**config.mk**
```make
export PLATFORM = sky130hd
export DESIGN_NAME = kermit_packet_receiver_flat
export DESIGN_NICKNAME = d
export VERILOG_FILES = /design/src/rtl/kpr_pkg.sv /design/src/rtl/kpr_if.sv /design/src/rtl/kermit_packet_receiver.sv /design/src/rtl/kpr_front.sv /design/src/rtl/kpr_cmd_fifo.sv /design/src/rtl/kpr_back.sv /design/src/flat_wrapper.sv
export SDC_FILE = /design/constraint.sdc
export NUM_CORES = 1
export LEC_CHECK = 0
export ABC_AREA = 1
export BUFFER_PORTS_ARGS = -buffer_cell sky130_fd_sc_hd__buf_2
export CAP_MARGIN = 30
export CORE_MARGIN = 2
export CORE_UTILIZATION = 42
export DETAILED_ROUTE_END_ITERATION = 10
export PLACE_DENSITY = 0.6
export SETUP_SLACK_MARGIN = 0.05
export SLEW_MARGIN = 20
export SYNTH_ARGS = -nofsm -noshare
export SYNTH_HDL_FRONTEND = slang
export SYNTH_HIERARCHICAL = 1
export SYNTH_SLANG_ARGS = --single-unit
```
**constraint.sdc**
```tcl
create_clock -name clk -period 5.46 [get_ports clk]
set_clock_uncertainty 0.15 [all_clocks]
set_input_delay 1.092 -clock clk [delete_from_list [all_inputs] [get_ports clk]]
set_output_delay 1.092 -clock clk [all_outputs]
set_load 0.05 [all_outputs]
```
**src/rtl/kpr_pkg.sv**
```systemverilog
// Shared types, constants and helper functions of the Kermit packet receiver.
`default_nettype none
package kpr_pkg;

  localparam int unsigned MAX_PAD  = 58;
  localparam int unsigned NAME_LEN = 31;

  localparam logic [7:0] SOH_CHAR   = 8'h01;
  localparam logic [7:0] ABORT_CHAR = 8'h03;
  localparam logic [7:0] CR_CHAR    = 8'h0D;
  localparam logic [7:0] QUOTE_DEF  = 8'h23;
  localparam logic [7:0] TYPE_S     = 8'h53;
  localparam logic [7:0] TYPE_D     = 8'h44;
  localparam logic [7:0] TYPE_F     = 8'h46;
  localparam logic [7:0] TYPE_B     = 8'h42;
  localparam logic [7:0] TYPE_ACK   = 8'h59;
  localparam logic [7:0] TYPE_NAK   = 8'h4E;
  // Sum of the fixed length, type and data bytes of the send-init acknowledgment.
  localparam logic [7:0] INIT_SUM   = 8'(997);
  localparam logic [5:0] INIT_LAST  = 6'd18;

  typedef enum logic [1:0] {
    KIND_DATA   = 2'd0,
    KIND_NAME   = 2'd1,
    KIND_REPLY  = 2'd2,
    KIND_STATUS = 2'd3
  } kind_t;

  typedef enum logic [2:0] {
    ST_ACKED  = 3'd0,
    ST_BREAK  = 3'd1,
    ST_INIT   = 3'd2,
    ST_NAK    = 3'd3,
    ST_ABORT  = 3'd4,
    ST_REWIND = 3'd5
  } status_t;

  typedef enum logic [3:0] {
    PH_HUNT = 4'd0,
    PH_LEN  = 4'd1,
    PH_SEQ  = 4'd2,
    PH_TYPE = 4'd3,
    PH_LX1  = 4'd4,
    PH_LX2  = 4'd5,
    PH_HCHK = 4'd6,
    PH_DATA = 4'd7,
    PH_CHK  = 4'd8,
    PH_END  = 4'd9
  } phase_t;

  typedef enum logic [1:0] {
    CMD_STATUS = 2'd0,
    CMD_SHORT  = 2'd1,
    CMD_INIT   = 2'd2
  } cmd_op_t;

  typedef struct packed {
    cmd_op_t    op;
    kind_t      kind;
    logic [7:0] value;
    status_t    code;
    logic [7:0] seq;
    logic [5:0] pad_count;
    logic [7:0] pad_char;
    logic [7:0] line_end;
    logic [7:0] check;
  } cmd_t;

  function automatic logic [7:0] tochr(input logic [7:0] x);
    tochr = x + 8'h20;
  endfunction

  function automatic logic [7:0] unchr(input logic [7:0] x);
    unchr = x - 8'h20;
  endfunction

  function automatic logic [7:0] check_char(input logic [7:0] s);
    logic [7:0] t;
    t = s + {6'd0, s[7:6]};
    check_char = tochr({2'b00, t[5:0]});
  endfunction

  function automatic logic [7:0] unquote(input logic [7:0] c);
    if ((c & 8'h60) == 8'h40) unquote = c & 8'hBF;
    else if ((c & 8'h7F) == 8'h3F) unquote = c | 8'h40;
    else unquote = c;
  endfunction

  // Byte of the send-init acknowledgment line by position, SOH through check.
  function automatic logic [7:0] init_byte(input logic [5:0] idx, input logic [7:0] sq,
                                           input logic [7:0] chk);
    case (idx)
      6'd0:    init_byte = SOH_CHAR;
      6'd1:    init_byte = 8'h30;
      6'd2:    init_byte = sq;
      6'd3:    init_byte = 8'h59;
      6'd4:    init_byte = 8'h7E;
      6'd5:    init_byte = 8'h23;
      6'd6:    init_byte = 8'h20;
      6'd7:    init_byte = 8'h40;
      6'd8:    init_byte = 8'h2D;
      6'd9:    init_byte = 8'h23;
      6'd10:   init_byte = 8'h4E;
      6'd11:   init_byte = 8'h31;
      6'd12:   init_byte = 8'h4E;
      6'd13:   init_byte = 8'h22;
      6'd14:   init_byte = 8'h20;
      6'd15:   init_byte = 8'h7E;
      6'd16:   init_byte = 8'h7E;
      default: init_byte = chk;
    endcase
  endfunction

endpackage
`default_nettype wire

```
**src/rtl/kpr_if.sv**
```systemverilog
// Valid/ready channel interfaces for received bytes and result items.
`default_nettype none
interface kpr_rx_if;
  logic       valid;
  logic       ready;
  logic [7:0] rx_byte;
  modport source (output valid, output rx_byte, input ready);
  modport sink (input valid, input rx_byte, output ready);
endinterface

interface kpr_res_if;
  logic       valid;
  logic       ready;
  logic [1:0] kind;
  logic [7:0] value;
  logic [2:0] status_code;
  logic       last;
  modport source (output valid, output kind, output value, output status_code,
                  output last, input ready);
  modport sink (input valid, input kind, input value, input status_code,
                input last, output ready);
endinterface
`default_nettype wire

```
**src/rtl/kermit_packet_receiver.sv**
```systemverilog
// Kermit packet receiver top level: parser, command queue and result emitter.
//
// Channel rx carries one received line byte per transaction; channel res carries
// result items (data byte, filename byte, reply line byte or status) with a
// last flag on the final item caused by each byte.
// The parser takes one byte per cycle and reacts within that cycle; every byte
// that causes results places one command in a two-entry queue.
// The emitter expands a command into its items at one item per cycle: a
// status, data or filename result is one item, an ACK or NAK line is 6 items
// plus up to 58 pad characters, and a send-init acknowledgment is 19 items.
// When the emitter is idle, the first item of a command appears once the queue
// has registered the command and the emitter has loaded it from the queue head.
// Bytes that cause no result pass at one per cycle; the rate is set by the
// emitter when reply lines are in flight, since the parser holds while the
// queue is full.
// Synchronous reset returns the parser to hunting for SOH with default
// settings and empties the queue and emitter.
// When the result receiver stalls, the current item holds and the queue fills,
// after which rx ready drops until room frees up.
`default_nettype none
module kermit_packet_receiver (
  input  wire logic clk,
  input  wire logic rst,
  kpr_rx_if.sink    rx,
  kpr_res_if.source res
);

  kpr_pkg::cmd_t cmd;
  kpr_pkg::cmd_t head;
  logic          cmd_push;
  logic          full;
  logic          not_empty;
  logic          pop;
  logic          in_fire;

  assign rx.ready = !full;
  assign in_fire  = rx.valid && rx.ready;

  kpr_front u_front (
    .clk      (clk),
    .rst      (rst),
    .in_fire  (in_fire),
    .b        (rx.rx_byte),
    .cmd      (cmd),
    .cmd_push (cmd_push)
  );

  kpr_cmd_fifo u_fifo (
    .clk       (clk),
    .rst       (rst),
    .push      (in_fire && cmd_push),
    .push_cmd  (cmd),
    .full      (full),
    .pop       (pop),
    .not_empty (not_empty),
    .head      (head)
  );

  kpr_back u_back (
    .clk       (clk),
    .rst       (rst),
    .cmd_valid (not_empty),
    .head      (head),
    .pop       (pop),
    .res       (res)
  );

endmodule
`default_nettype wire

```
**src/rtl/kpr_front.sv**
```systemverilog
// Packet parser: tracks protocol state per byte and issues reply commands.
`default_nettype none
module kpr_front (
  input  wire logic           clk,
  input  wire logic           rst,
  input  wire logic           in_fire,
  input  wire logic [7:0]     b,
  output kpr_pkg::cmd_t       cmd,
  output logic                cmd_push
);

  kpr_pkg::phase_t phase, phase_next;
  logic [13:0] remaining_length, remaining_length_next;
  logic [7:0]  running_sum, running_sum_next;
  logic [7:0]  sequence_number, sequence_number_next;
  logic [8:0]  previous_sequence, previous_sequence_next;
  logic [7:0]  packet_type, packet_type_next;
  logic        escape_pending, escape_pending_next;
  logic        escape_checkpoint, escape_checkpoint_next;
  logic [5:0]  pad_count, pad_count_next;
  logic [7:0]  pad_character, pad_character_next;
  logic [7:0]  line_end, line_end_next;
  logic [7:0]  quote_character, quote_character_next;
  logic [4:0]  name_index, name_index_next;
  logic [3:0]  field_index, field_index_next;
  logic [6:0]  length_high, length_high_next;

  logic        printable;
  logic [7:0]  expect_chk;
  logic [7:0]  ub;
  logic [7:0]  sq_chr;
  logic [13:0] ext_len;

  assign printable  = (b[7:5] != 3'b000);
  assign expect_chk = kpr_pkg::check_char(running_sum);
  assign ub         = kpr_pkg::unchr(b);
  assign sq_chr     = kpr_pkg::tochr(sequence_number);
  assign ext_len    = {7'd0, length_high} * 14'd95 + {7'd0, ub[6:0]};

  always_comb begin
    phase_next = phase;
    unique case (phase)
      kpr_pkg::PH_HUNT: if (b == kpr_pkg::SOH_CHAR) phase_next = kpr_pkg::PH_LEN;
      kpr_pkg::PH_LEN:  phase_next = printable ? kpr_pkg::PH_SEQ : kpr_pkg::PH_HUNT;
      kpr_pkg::PH_SEQ:  phase_next = printable ? kpr_pkg::PH_TYPE : kpr_pkg::PH_HUNT;
      kpr_pkg::PH_TYPE: begin
        if (!printable) phase_next = kpr_pkg::PH_HUNT;
        else if (remaining_length == '0) phase_next = kpr_pkg::PH_LX1;
        else if (remaining_length > 14'd3) phase_next = kpr_pkg::PH_DATA;
        else phase_next = kpr_pkg::PH_CHK;
      end
      kpr_pkg::PH_LX1:  phase_next = printable ? kpr_pkg::PH_LX2 : kpr_pkg::PH_HUNT;
      kpr_pkg::PH_LX2:  phase_next = printable ? kpr_pkg::PH_HCHK : kpr_pkg::PH_HUNT;
      kpr_pkg::PH_HCHK: begin
        if (!printable || b != expect_chk) phase_next = kpr_pkg::PH_HUNT;
        else if (remaining_length > 14'd1) phase_next = kpr_pkg::PH_DATA;
        else phase_next = kpr_pkg::PH_CHK;
      end
      kpr_pkg::PH_DATA: begin
        if (!printable) phase_next = kpr_pkg::PH_HUNT;
        else if (remaining_length <= 14'd1) phase_next = kpr_pkg::PH_CHK;
      end
      kpr_pkg::PH_CHK:
        phase_next = (printable && b == expect_chk) ? kpr_pkg::PH_END : kpr_pkg::PH_HUNT;
      kpr_pkg::PH_END:  phase_next = kpr_pkg::PH_HUNT;
      default:          phase_next = kpr_pkg::PH_HUNT;
    endcase
  end

  always_comb begin
    logic fault;
    logic dstart;
    logic [7:0] ptype;
    fault = 1'b0;
    dstart = 1'b0;
    ptype = packet_type;
    remaining_length_next  = remaining_length;
    running_sum_next       = running_sum + b;
    sequence_number_next   = sequence_number;
    previous_sequence_next = previous_sequence;
    packet_type_next       = packet_type;
    escape_pending_next    = escape_pending;
    escape_checkpoint_next = escape_checkpoint;
    pad_count_next         = pad_count;
    pad_character_next     = pad_character;
    line_end_next          = line_end;
    quote_character_next   = quote_character;
    name_index_next        = name_index;
    field_index_next       = field_index;
    length_high_next       = length_high;
    cmd_push               = 1'b0;
    cmd.op        = kpr_pkg::CMD_STATUS;
    cmd.kind      = kpr_pkg::KIND_STATUS;
    cmd.value     = packet_type;
    cmd.code      = kpr_pkg::ST_ABORT;
    cmd.seq       = sq_chr;
    cmd.pad_count = pad_count;
    cmd.pad_char  = pad_character;
    cmd.line_end  = line_end;
    cmd.check     = '0;

    unique case (phase)
      kpr_pkg::PH_HUNT: begin
        running_sum_next = running_sum;
        if (b == kpr_pkg::ABORT_CHAR) cmd_push = 1'b1;
        else if (b == kpr_pkg::SOH_CHAR) running_sum_next = '0;
      end
      kpr_pkg::PH_LEN: begin
        if (!printable) fault = 1'b1;
        else remaining_length_next = {6'd0, ub};
      end
      kpr_pkg::PH_SEQ: begin
        if (!printable) fault = 1'b1;
        else begin
          sequence_number_next = ub;
          if (previous_sequence == {1'b0, ub}) begin
            escape_pending_next = escape_checkpoint;
            cmd_push  = 1'b1;
            cmd.code  = kpr_pkg::ST_REWIND;
          end else begin
            previous_sequence_next = {1'b0, ub};
            escape_checkpoint_next = escape_pending;
          end
        end
      end
      kpr_pkg::PH_TYPE: begin
        if (!printable) fault = 1'b1;
        else begin
          packet_type_next = b;
          ptype = b;
          if (remaining_length != '0) begin
            remaining_length_next = (remaining_length >= 14'd3) ?
                                    remaining_length - 14'd3 : '0;
            dstart = 1'b1;
          end
        end
      end
      kpr_pkg::PH_LX1: begin
        if (!printable) fault = 1'b1;
        else length_high_next = ub[6:0];
      end
      kpr_pkg::PH_LX2: begin
        if (!printable) fault = 1'b1;
        else remaining_length_next = ext_len;
      end
      kpr_pkg::PH_HCHK: begin
        if (!printable || b != expect_chk) fault = 1'b1;
        else begin
          if (remaining_length != '0) remaining_length_next = remaining_length - 14'd1;
          dstart = 1'b1;
        end
      end
      kpr_pkg::PH_DATA: begin
        if (!printable) fault = 1'b1;
        else begin
          if (remaining_length != '0) remaining_length_next = remaining_length - 14'd1;
          if (packet_type == kpr_pkg::TYPE_D || packet_type == kpr_pkg::TYPE_F) begin
            cmd.code  = kpr_pkg::ST_ACKED;
            cmd.value = b;
            if (escape_pending) begin
              cmd.value = kpr_pkg::unquote(b);
              escape_pending_next = 1'b0;
              cmd_push = 1'b1;
            end else if (b == quote_character) begin
              escape_pending_next = 1'b1;
            end else begin
              cmd_push = 1'b1;
            end
            if (cmd_push) begin
              if (packet_type == kpr_pkg::TYPE_F && name_index < 5'(kpr_pkg::NAME_LEN)) begin
                name_index_next = name_index + 5'd1;
                cmd.kind = kpr_pkg::KIND_NAME;
              end else begin
                cmd.kind = kpr_pkg::KIND_DATA;
              end
            end
          end else if (packet_type == kpr_pkg::TYPE_S) begin
            case (field_index)
              4'd2: pad_count_next = (ub > 8'(kpr_pkg::MAX_PAD)) ?
                                     6'(kpr_pkg::MAX_PAD) : ub[5:0];
              4'd3: pad_character_next = kpr_pkg::unquote(b);
              4'd4: line_end_next = ub;
              4'd5: quote_character_next = b;
              default: ;
            endcase
            if (field_index != 4'd15) field_index_next = field_index + 4'd1;
          end
        end
      end
      kpr_pkg::PH_CHK: begin
        if (!printable || b != expect_chk) fault = 1'b1;
      end
      kpr_pkg::PH_END: begin
        if (b != kpr_pkg::CR_CHAR) fault = 1'b1;
        else begin
          cmd_push = 1'b1;
          if (packet_type == kpr_pkg::TYPE_S) begin
            cmd.op    = kpr_pkg::CMD_INIT;
            cmd.code  = kpr_pkg::ST_INIT;
            cmd.check = kpr_pkg::check_char(kpr_pkg::INIT_SUM + sq_chr);
          end else begin
            cmd.op    = kpr_pkg::CMD_SHORT;
            cmd.value = kpr_pkg::TYPE_ACK;
            cmd.code  = (packet_type == kpr_pkg::TYPE_B) ? kpr_pkg::ST_BREAK :
                        kpr_pkg::ST_ACKED;
            cmd.check = kpr_pkg::check_char(8'h23 + sq_chr + kpr_pkg::TYPE_ACK);
          end
        end
      end
      default: ;
    endcase

    if (dstart) begin
      name_index_next  = '0;
      field_index_next = '0;
      if (ptype == kpr_pkg::TYPE_S) begin
        pad_count_next       = '0;
        pad_character_next   = '0;
        line_end_next        = kpr_pkg::CR_CHAR;
        quote_character_next = kpr_pkg::QUOTE_DEF;
      end
    end

    if (fault) begin
      escape_pending_next = escape_checkpoint;
      cmd_push  = 1'b1;
      cmd.op    = kpr_pkg::CMD_SHORT;
      cmd.value = kpr_pkg::TYPE_NAK;
      cmd.code  = kpr_pkg::ST_NAK;
      cmd.line_end = line_end;
      cmd.check = kpr_pkg::check_char(8'h23 + sq_chr + kpr_pkg::TYPE_NAK);
    end
  end

  always_ff @(posedge clk) begin
    if (rst) begin
      phase             <= kpr_pkg::PH_HUNT;
      remaining_length  <= '0;
      running_sum       <= '0;
      sequence_number   <= '0;
      previous_sequence <= 9'h100;
      packet_type       <= '0;
      escape_pending    <= 1'b0;
      escape_checkpoint <= 1'b0;
      pad_count         <= '0;
      pad_character     <= '0;
      line_end          <= kpr_pkg::CR_CHAR;
      quote_character   <= kpr_pkg::QUOTE_DEF;
      name_index        <= '0;
      field_index       <= '0;
      length_high       <= '0;
    end else if (in_fire) begin
      phase             <= phase_next;
      remaining_length  <= remaining_length_next;
      running_sum       <= running_sum_next;
      sequence_number   <= sequence_number_next;
      previous_sequence <= previous_sequence_next;
      packet_type       <= packet_type_next;
      escape_pending    <= escape_pending_next;
      escape_checkpoint <= escape_checkpoint_next;
      pad_count         <= pad_count_next;
      pad_character     <= pad_character_next;
      line_end          <= line_end_next;
      quote_character   <= quote_character_next;
      name_index        <= name_index_next;
      field_index       <= field_index_next;
      length_high       <= length_high_next;
    end
  end

endmodule
`default_nettype wire

```
**src/rtl/kpr_cmd_fifo.sv**
```systemverilog
// Two-entry command queue between the parser and the result emitter.
`default_nettype none
module kpr_cmd_fifo (
  input  wire logic          clk,
  input  wire logic          rst,
  input  wire logic          push,
  input  wire kpr_pkg::cmd_t push_cmd,
  output logic               full,
  input  wire logic          pop,
  output logic               not_empty,
  output kpr_pkg::cmd_t      head
);

  kpr_pkg::cmd_t entry [2];
  logic       wr_ptr;
  logic       rd_ptr;
  logic [1:0] count;

  assign full      = (count == 2'd2);
  assign not_empty = (count != 2'd0);
  assign head      = entry[rd_ptr];

  always_ff @(posedge clk) begin
    if (push) entry[wr_ptr] <= push_cmd;
  end

  always_ff @(posedge clk) begin
    if (rst) begin
      wr_ptr <= 1'b0;
      rd_ptr <= 1'b0;
      count  <= '0;
    end else begin
      if (push) wr_ptr <= ~wr_ptr;
      if (pop) rd_ptr <= ~rd_ptr;
      count <= count + {1'b0, push} - {1'b0, pop};
    end
  end

endmodule
`default_nettype wire

```
**src/rtl/kpr_back.sv**
```systemverilog
// Result emitter: expands one command into its sequence of result items.
`default_nettype none
module kpr_back (
  input  wire logic          clk,
  input  wire logic          rst,
  input  wire logic          cmd_valid,
  input  wire kpr_pkg::cmd_t head,
  output logic               pop,
  kpr_res_if.source          res
);

  kpr_pkg::cmd_t cur;
  logic          busy;
  logic [5:0]    step;
  logic [5:0]    rel;
  logic          is_last;
  logic          fire;

  assign fire = res.valid && res.ready;
  assign rel  = step - cur.pad_count;
  assign pop  = cmd_valid && (!busy || (fire && is_last));

  always_comb begin
    res.valid       = busy;
    res.status_code = cur.code;
    res.kind        = kpr_pkg::KIND_REPLY;
    res.value       = '0;
    is_last         = 1'b0;
    unique case (cur.op)
      kpr_pkg::CMD_STATUS: begin
        is_last = 1'b1;
        res.value = cur.value;
        // Status, data and filename results are single items; the kind comes along.
        res.kind = cur.kind;
      end
      kpr_pkg::CMD_SHORT: begin
        if (step < cur.pad_count) res.value = cur.pad_char;
        else begin
          case (rel[2:0])
            3'd0:    res.value = kpr_pkg::SOH_CHAR;
            3'd1:    res.value = 8'h23;
            3'd2:    res.value = cur.seq;
            3'd3:    res.value = cur.value;
            3'd4:    res.value = cur.check;
            default: res.value = cur.line_end;
          endcase
          is_last = (rel[2:0] == 3'd5);
        end
      end
      kpr_pkg::CMD_INIT: begin
        if (step == kpr_pkg::INIT_LAST) begin
          res.value = cur.line_end;
          is_last = 1'b1;
        end else begin
          res.value = kpr_pkg::init_byte(step, cur.seq, cur.check);
        end
      end
      default: is_last = 1'b1;
    endcase
    res.last = is_last;
  end

  always_ff @(posedge clk) begin
    if (rst) cur <= '0;
    else if (pop) cur <= head;
  end

  always_ff @(posedge clk) begin
    if (rst) begin
      busy <= 1'b0;
      step <= '0;
    end else if (pop) begin
      busy <= 1'b1;
      step <= '0;
    end else if (fire) begin
      if (is_last) busy <= 1'b0;
      step <= step + 6'd1;
    end
  end

endmodule
`default_nettype wire
```
**src/flat_wrapper.sv**
```systemverilog
// flat-port wrapper written by rule: the top's interface ports become plain ports
module kermit_packet_receiver_flat 
  (clk, rst, rx_valid, rx_rx_byte, rx_ready, res_valid, res_kind, res_value, res_status_code, res_last, res_ready);
  kpr_rx_if rx_i ();
  kpr_res_if res_i ();
  input  wire logic clk;
  input  wire logic rst;
  input wire logic [$bits(rx_i.valid)-1:0] rx_valid;
  input wire logic [$bits(rx_i.rx_byte)-1:0] rx_rx_byte;
  output wire logic [$bits(rx_i.ready)-1:0] rx_ready;
  output wire logic [$bits(res_i.valid)-1:0] res_valid;
  output wire logic [$bits(res_i.kind)-1:0] res_kind;
  output wire logic [$bits(res_i.value)-1:0] res_value;
  output wire logic [$bits(res_i.status_code)-1:0] res_status_code;
  output wire logic [$bits(res_i.last)-1:0] res_last;
  input wire logic [$bits(res_i.ready)-1:0] res_ready;
  assign rx_i.valid = rx_valid;
  assign rx_i.rx_byte = rx_rx_byte;
  assign rx_ready = rx_i.ready;
  assign res_valid = res_i.valid;
  assign res_kind = res_i.kind;
  assign res_value = res_i.value;
  assign res_status_code = res_i.status_code;
  assign res_last = res_i.last;
  assign res_i.ready = res_ready;
  kermit_packet_receiver u_core (.clk(clk), .rst(rst), .rx(rx_i), .res(res_i));
endmodule
```
# --- Yosys cells after proc, flatten, opt, wreduce, memory -nomap -nowiden ---
# Memories as Yosys holds them, arrays and structs flattened. A register that Yosys moved wholly into a read port is not among the register bits.
# Index checks and enable logic that the tools add are counted.
classes:
  mux: 137
  mul: 1
  n_lt_le_gt_ge: 7
  addsub: 24
  n_eq_ne: 66
  bitwise_logic: 3
  n_reduce_logical: 49
ops:
  columns: ["cell", "count"]
  rows:
  - ["two-way mux 8 bit", 30]
  - ["two-way mux 14 bit", 8]
  - ["one-hot mux 8 bit (12 select lines)", 1]
  - ["one-hot mux 14 bit (5 select lines)", 1]
  - ["two-way mux 4 bit", 15]
  - ["equality test 6 x 4 -> 1 bit (second input constant)", 8]
  - ["two-way mux 6 bit", 8]
  - ["two-way mux 7 bit", 6]
  - ["equality test 8 x 7 -> 1 bit (second input constant)", 5]
  - ["one-hot mux 8 bit (5 select lines)", 1]
  - ["two-way mux 1 bit", 36]
  - ["one-hot mux 4 bit (9 select lines)", 1]
  - ["two-way mux 5 bit", 6]
  - ["adder 6 x 6 -> 7 bit (second input constant)", 4]
  - ["two-way mux 13 bit", 2]
  - ["adder 6 x 2 -> 6 bit", 4]
  - ["equality test 4 x 3 -> 1 bit (second input constant)", 6]
  - ["equality test 6 x 3 -> 1 bit (second input constant)", 4]
  - ["one-hot mux 8 bit (3 select lines)", 1]
  - ["two-way mux 11 bit", 2]
  - ["two-way mux 2 bit", 10]
  - ["nonzero test 2 bit", 10]
  - ["adder 8 x 7 -> 8 bit (second input constant)", 2]
  - ["equality test 4 x 2 -> 1 bit (second input constant)", 4]
  - ["other kinds (71)", 112]
totals:
  register_bits: 110
  inputBits: 12
  ramBits: 106
  n_memories: 1
  word_cells: 308
  out_inout_bits: 16
memory_table:
  columns: ["name", "depth", "width", "read_ports", "rd_clocked_by_memory_dff", "write_ports", "line", "rtl"]
  rows:
  - ["u_core.u_fifo.entry", 2, 53, 1, 1, 1, "kpr_cmd_fifo.sv:14", "kpr_pkg::cmd_t entry [2];"]

# --- Depth between registers and ports, before layout ---
logic_depth:
  word_depth: 13
  depth_mapped: 24
  ltp_nobuf: 24

# --- By module ---
# Netlist, hierarchy kept.
modules_own_cells:
  columns: ["mod", "seq_area_each_um2", "n_inst", "area_per_inst_um2", "cells_each"]
  rows:
  - ["kpr_front", 1981.9, 1, 9552.9, 1521]
  - ["kpr_cmd_fifo", 3283.1, 1, 4302.9, 196]
  - ["kpr_back", 1201.2, 1, 4065.1, 656]
  - ["kermit_packet_receiver", 0.0, 1, 23.8, 5]

# --- Least setup slack after synthesis ---
# No wires, ideal clock.
synth_timing:
  path_type: "input port to flip-flop"
  from: "input port rx_rx_byte[5]"
  to: "memory u_core/u_fifo/entry[0][0] in the netlist's numbering (enable)"
  path_stages: 12
  t_arrival_ns: 4.841
  slack_ns: 0.005
  n_path_buf: 0
  setup_ns: 0.465
  cell_sequence: "inv_1 -> ha_1 -> inv_1 -> nor2_1 -> o31ai_1 -> nand3_1 -> inv_1 -> o2111ai_1 -> inv_1 -> nor2_2 -> inv_1 -> nor2_1"
synth_between:
  elab_chain_cells: 13
  word_cells_on_any_way: 29
synth_lines:
  columns: ["item", "line", "rtl"]
  rows:
  - ["from (decl)", "flat_wrapper.sv:9", "input wire logic [$bits(rx_i.rx_byte)-1:0] rx_rx_byte;"]
  - ["branches (longest 9 deep; another with subtractor 8 x 6 -> 8 bit)", null, null]
  - ["two-way mux 1 bit *", "kpr_front.sv:224", "if (fault) begin"]
  - ["via u_core.cmd_push", "kermit_packet_receiver.sv:30", "logic cmd_push;"]
  - ["logical AND 1 bit *", "kermit_packet_receiver.sv:51", ".push (in_fire && cmd_push),"]
  - ["two-way mux 1 bit *", "kpr_cmd_fifo.sv:24", "if (push) entry[wr_ptr] <= push_cmd;"]
  - ["two-way mux 1 bit (implied by the code) *", "kpr_cmd_fifo.sv:24", null]
  - ["to (decl)", "kpr_cmd_fifo.sv:14", null]
# Mark *: on every way through the listed nets, which the timed path passes. The select of a mux whose other input is x is not followed.

# --- Worst setup path in the final report ---
layout_timing:
  from: "register u_core.u_back.step[0]"
  to: "output port res_value[7]"
layout_between:
  elab_chain_cells: 5
  word_cells_on_any_way: 34
layout_lines:
  columns: ["item", "line", "rtl"]
  rows:
  - ["from (decl)", "kpr_back.sv:14", "logic [5:0] step;"]
  - ["from (signal assigned)", "kpr_back.sv:77", "step <= step + 6'd1;"]
  - ["subtractor 3 bit (tied with other cells)", "kpr_back.sv:20", "assign rel = step - cur.pad_count;"]
  - ["equality test 3 bit (tied with other cells)", "kpr_back.sv:39", "case (rel[2:0])"]
  - ["one-hot mux 8 bit (5 select lines) or one-hot mux 8 bit (12 select lines) (tied branches)", "kpr_back.sv:39, kpr_pkg.sv:92", null]
  - ["two-way mux 8 bit (on tied branches)", "kpr_back.sv:37, kpr_back.sv:51", null]
  - ["one-hot mux 8 bit (3 select lines) *", "kpr_back.sv:29", "unique case (cur.op)"]
  - ["to (decl)", "flat_wrapper.sv:13", "output wire logic [$bits(res_i.value)-1:0] res_value;"]
# Every way passes the cells marked *; elsewhere a longest branch is shown, timed or not.

==> impl_metrics.json <==
{
  "fillers": 4155,
  "cts_max_level": 1,
  "die_w_um": 211,
  "track_usage": 0.212,
  "r2r-start": "u_core/u_front/length_high[4]$_SDFFE_PP0P_",
  "yosys.area.top_type": "dfxtp_1",
  "syn_area_um2": 17900,
  "cts_sinks": 270,
  "num_vias": 15300,
  "nNetsFinal": 2507,
  "critPathMaxStageDelay_ns": 0.51,
  "gr-total-overflow": 0,
  "utilization": 0.466,
  "power.net_switching_mw": 2.91,
  "dieArea_um2": 44400,
  "crit_top_cell": "nor2_1",
  "cts.repair.resized": 0,
  "ys_warn_count": 6,
  "ys_types": 53,
  "num_antenna_cells": 0,
  "p_leak_nw": 9.16,
  "synth.area.top_cells": "dfxtp_1 (18%), edfxtp_1 (18%), nand2_1 (11%), inv_1 (7.7%), ha_1 (6.0%)",
  "power_frac_comb": 0.351,
  "synth_ff_type": "dfxtp_1",
  "required_ns": 4.22,
  "initial_utilization": 0.427,
  "cts_made_buffers": 31,
  "worstMarginPinSlew_ns": 0.873,
  "min_path_cells": 2,
  "grt_max_degree": 94,
  "p_clk_frac": 0.291,
  "dr.pass1.iters": 5,
  "rr_endpoint": "u_core/u_front/remaining_length[12]$_SDFFE_PP0P_",
  "core_um2": 42000,
  "finalInstanceArea_um2": 19600,
  "syn_inst": 2378,
  "gp_congestion": 0.929,
  "p_per_area_nw_per_um2": 383,
  "place_area_um2": 18500,
  "rsz0062_at_grt": "false",
  "path_max_fanout": 8,
  "min_to": "u_core/u_front/previous_sequence[8]$_SDFFE_PP1P_",
  "ctsHoldBuffers": 0,
  "wl_per_cell_um": 15.8,
  "yosysTopAreaCellShare": 0.183,
  "routed_wl_mm": 46.6,
  "async_reset_ff_frac": 0,
  "io_pins": 28,
  "post-route-min-period_ns": 4.63,
  "p_seq_frac": 0.358,
  "place_hpwl_mm": 33.9,
  "antenna_found_initial": 0,
  "clockRootBuffer": "clkbuf_16",
  "crit_slowest_cell": "fa_1",
  "io_buffers": 27,
  "ant_nets": 0,
  "ys_seq_elements": 270,
  "hold_path_class": "reg2reg",
  "layout-drive-gt1-share": 0.102,
  "instances_no_fill": 2942,
  "hold_violations": 0,
  "fin_crit_sh": 0.847,
  "rrSetupSlack_ns": 1.20,
  "std_cell_rows": 75,
  "cts_buffer_depth": 3,
  "grt_pass1_vias": 14700,
  "endpoint_kind": "primary output",
  "fin_total_pwr_mw": 7.52,
  "drcViolationCount": 0,
  "finalSetupTns_ns": 0,
  "status": "finished clean",
  "cap_violations": 0,
  "clk_pin_slew_worst_paths_ns": 0.06,
  "startpoint": "u_core/u_back/step[0]$_SDFFE_PP0P_",
  "start_kind": "flop",
  "drt_iter0_drc": 1139,
  "place_inst": 2880,
  "internal-power_mw": 4.61,
  "syn2layout_area_growth_pct": 9.27,
  "relSlewSlack": 0.418,
  "grt_pass1_wl_mm": 75.9,
  "synth_nets": 2507,
  "cp_cell_sequence": "inv_1 -> ha_1 -> inv_1 -> fa_1 -> inv_1 -> nand2_1 -> nor2_1 -> nand2_1 -> nand3_1 -> nor2_1 -> nor2_1 -> nor2_1 -> a21oi_1 -> buf_2",
  "syn_avg_cell_area_um2": 7.55,
  "worstSkewPairLatency_ns": 0.59,
  "setup_viol": 0,
  "cts_setup_buffers": 0,
  "vias_per_cell": 5.21,
  "r2r_cells": 19,
  "cts_tree": "done",
  "die_y_um": 211,
  "synth_edf_count": 106,
  "ir_drop_v": 0.000283,
  "netSwitchingFraction": 0.387,
  "maxSlewViolCount": 0,
  "ys_seq_area_frac": 0.360,
  "crit_type": "reg2out",
  "min_from": "u_core/u_front/previous_sequence[8]$_SDFFE_PP1P_",
  "max_freq_mhz": 216,
  "cp.arrival_ns": 3.38
}
==> power by group through the flow <==
stage / Sequential, mW / Combinational, mW / Clock (mW)
after floorplan: 2.61 / 2.20 / 0
final: 2.69 / 2.64 / 2.19
after detailed placement: 2.73 / 2.62 / 0
after global placement: 2.73 / 2.60 / 0
after global routing: 2.73 / 2.97 / 2.31
after CTS: 2.69 / 2.63 / 2.24
==> area by class of cell <==
| cell class | instances | area (um^2) | area share |
|---|---|---|---|
| flip-flops and latches | 270 | 6470 | 0.330 |
| clock buffers | 40 | 830 | 0.0423 |
| repair buffers | 60 | 493 | 0.0251 |
| clock inverters | 18 | 234 | 0.0119 |
| multi-input cells | 1639 | 9500 | 0.484 |
| inverters | 376 | 1410 | 0.0720 |
| well taps | 539 | 674 | 0.0344 |
==> logic make-up (layout without fill, tap and decap cells) <==
kind of cell	count (synthesis)	in the layout	synth area share
AOI/OAI and AO/OA	370	370	0.114
xor gates and xnor gates	42	42	0.0209
adders and majority gates	117	117	0.0945
buffers and inverters	469	494	0.111
DFF	270	270	0.360
muxes	53	53	0.0437
other	1	1	0.000209
and+or+nand+nor	1056	1056	0.255
==> worst max-delay path: cells and delay by family (launching register included) <==
kind            cells  cell delay (ns)
buf+inv             4             0.64
simple gates        7             0.86
fa+ha+maj           2             0.71
compound gates      1             0.19
flops               1             0.40
==> sequential cells by signal, indices dropped and copies added (netlist names), 9 cells and up, named ones only <==
register,cells
u_core/u_front/previous_sequence,9
u_core/u_fifo/entry,106
u_core/u_back/cur,50
u_core/u_front/remaining_length,14
==> Yosys cell counts, types with 8 or more instances <==
| library cell | n |
|---|---|
| edfxtp_1 | 106 |
| dfxtp_1 | 164 |
| a21oi_1 | 189 |
| buf_1 | 13 |
| buf_2 | 28 |
| nand3_2 | 19 |
| inv_2 | 8 |
| nand4_1 | 29 |
| fa_1 | 31 |
| xnor2_1 | 13 |
| o211ai_1 | 9 |
| a21oi_2 | 20 |
| o21ai_0 | 105 |
| buf_4 | 11 |
| ha_1 | 86 |
| nor2_1 | 215 |
| inv_1 | 367 |
| nor3_1 | 17 |
| xor2_1 | 28 |
| nand3_1 | 188 |
| clkbuf_1 | 27 |
| mux2_4 | 50 |
| o21ai_1 | 9 |
| nand2_1 | 546 |
==> placed cells by master (no fill, tap or decap), types with 28 or more instances in the layout <==
cell type    n
ha_1        86
fa_1        31
xor2_1      28
dfxtp_1    163
mux2_4      50
edfxtp_1   106
clkbuf_16   31
nor2_1     214
nand2_1    545
a21oi_1    189
inv_1      366
nand3_1    188
nand4_1     29
o21ai_0    105
==> metal layers <==
layer / GRT usage / vias up / share of wire
met5: 0 / - / 0
met3: 0.0308 / 95 / 0.054
met1: 0.282 / 7134 / 0.45
met4: 0.0733 / 0 / 0.034
li1: - / 7686 / -
met2: 0.351 / 409 / 0.46
==> how the worst max path moves through the flow <==
stage                                                            to  slack [ns]  cells after the start
floorplan           u_core/u_front/remaining_length[9]$_SDFFE_PP0P_        0.77                     18
global placement    u_core/u_front/remaining_length[9]$_SDFFE_PP0P_        0.44                     19
detailed placement  u_core/u_front/remaining_length[9]$_SDFFE_PP0P_        0.40                     19
CTS                                                    res_value[7]        0.75                     14
global route                                           res_value[1]        0.44                     14
finish                                                 res_value[7]        0.83                     14
==> through the flow <==
stage          worst slack (ns)  hold WS (ns)
3_5_place_dp              0.401         0.293
2_1_floorplan             0.772         0.270
5_1_grt                   0.439         0.319
4_1_cts                   0.752         0.311
6_report                  0.834         0.306
3_3_place_gp              0.441         0.285
No activity file was read; power rests on OpenSTA's default activity.
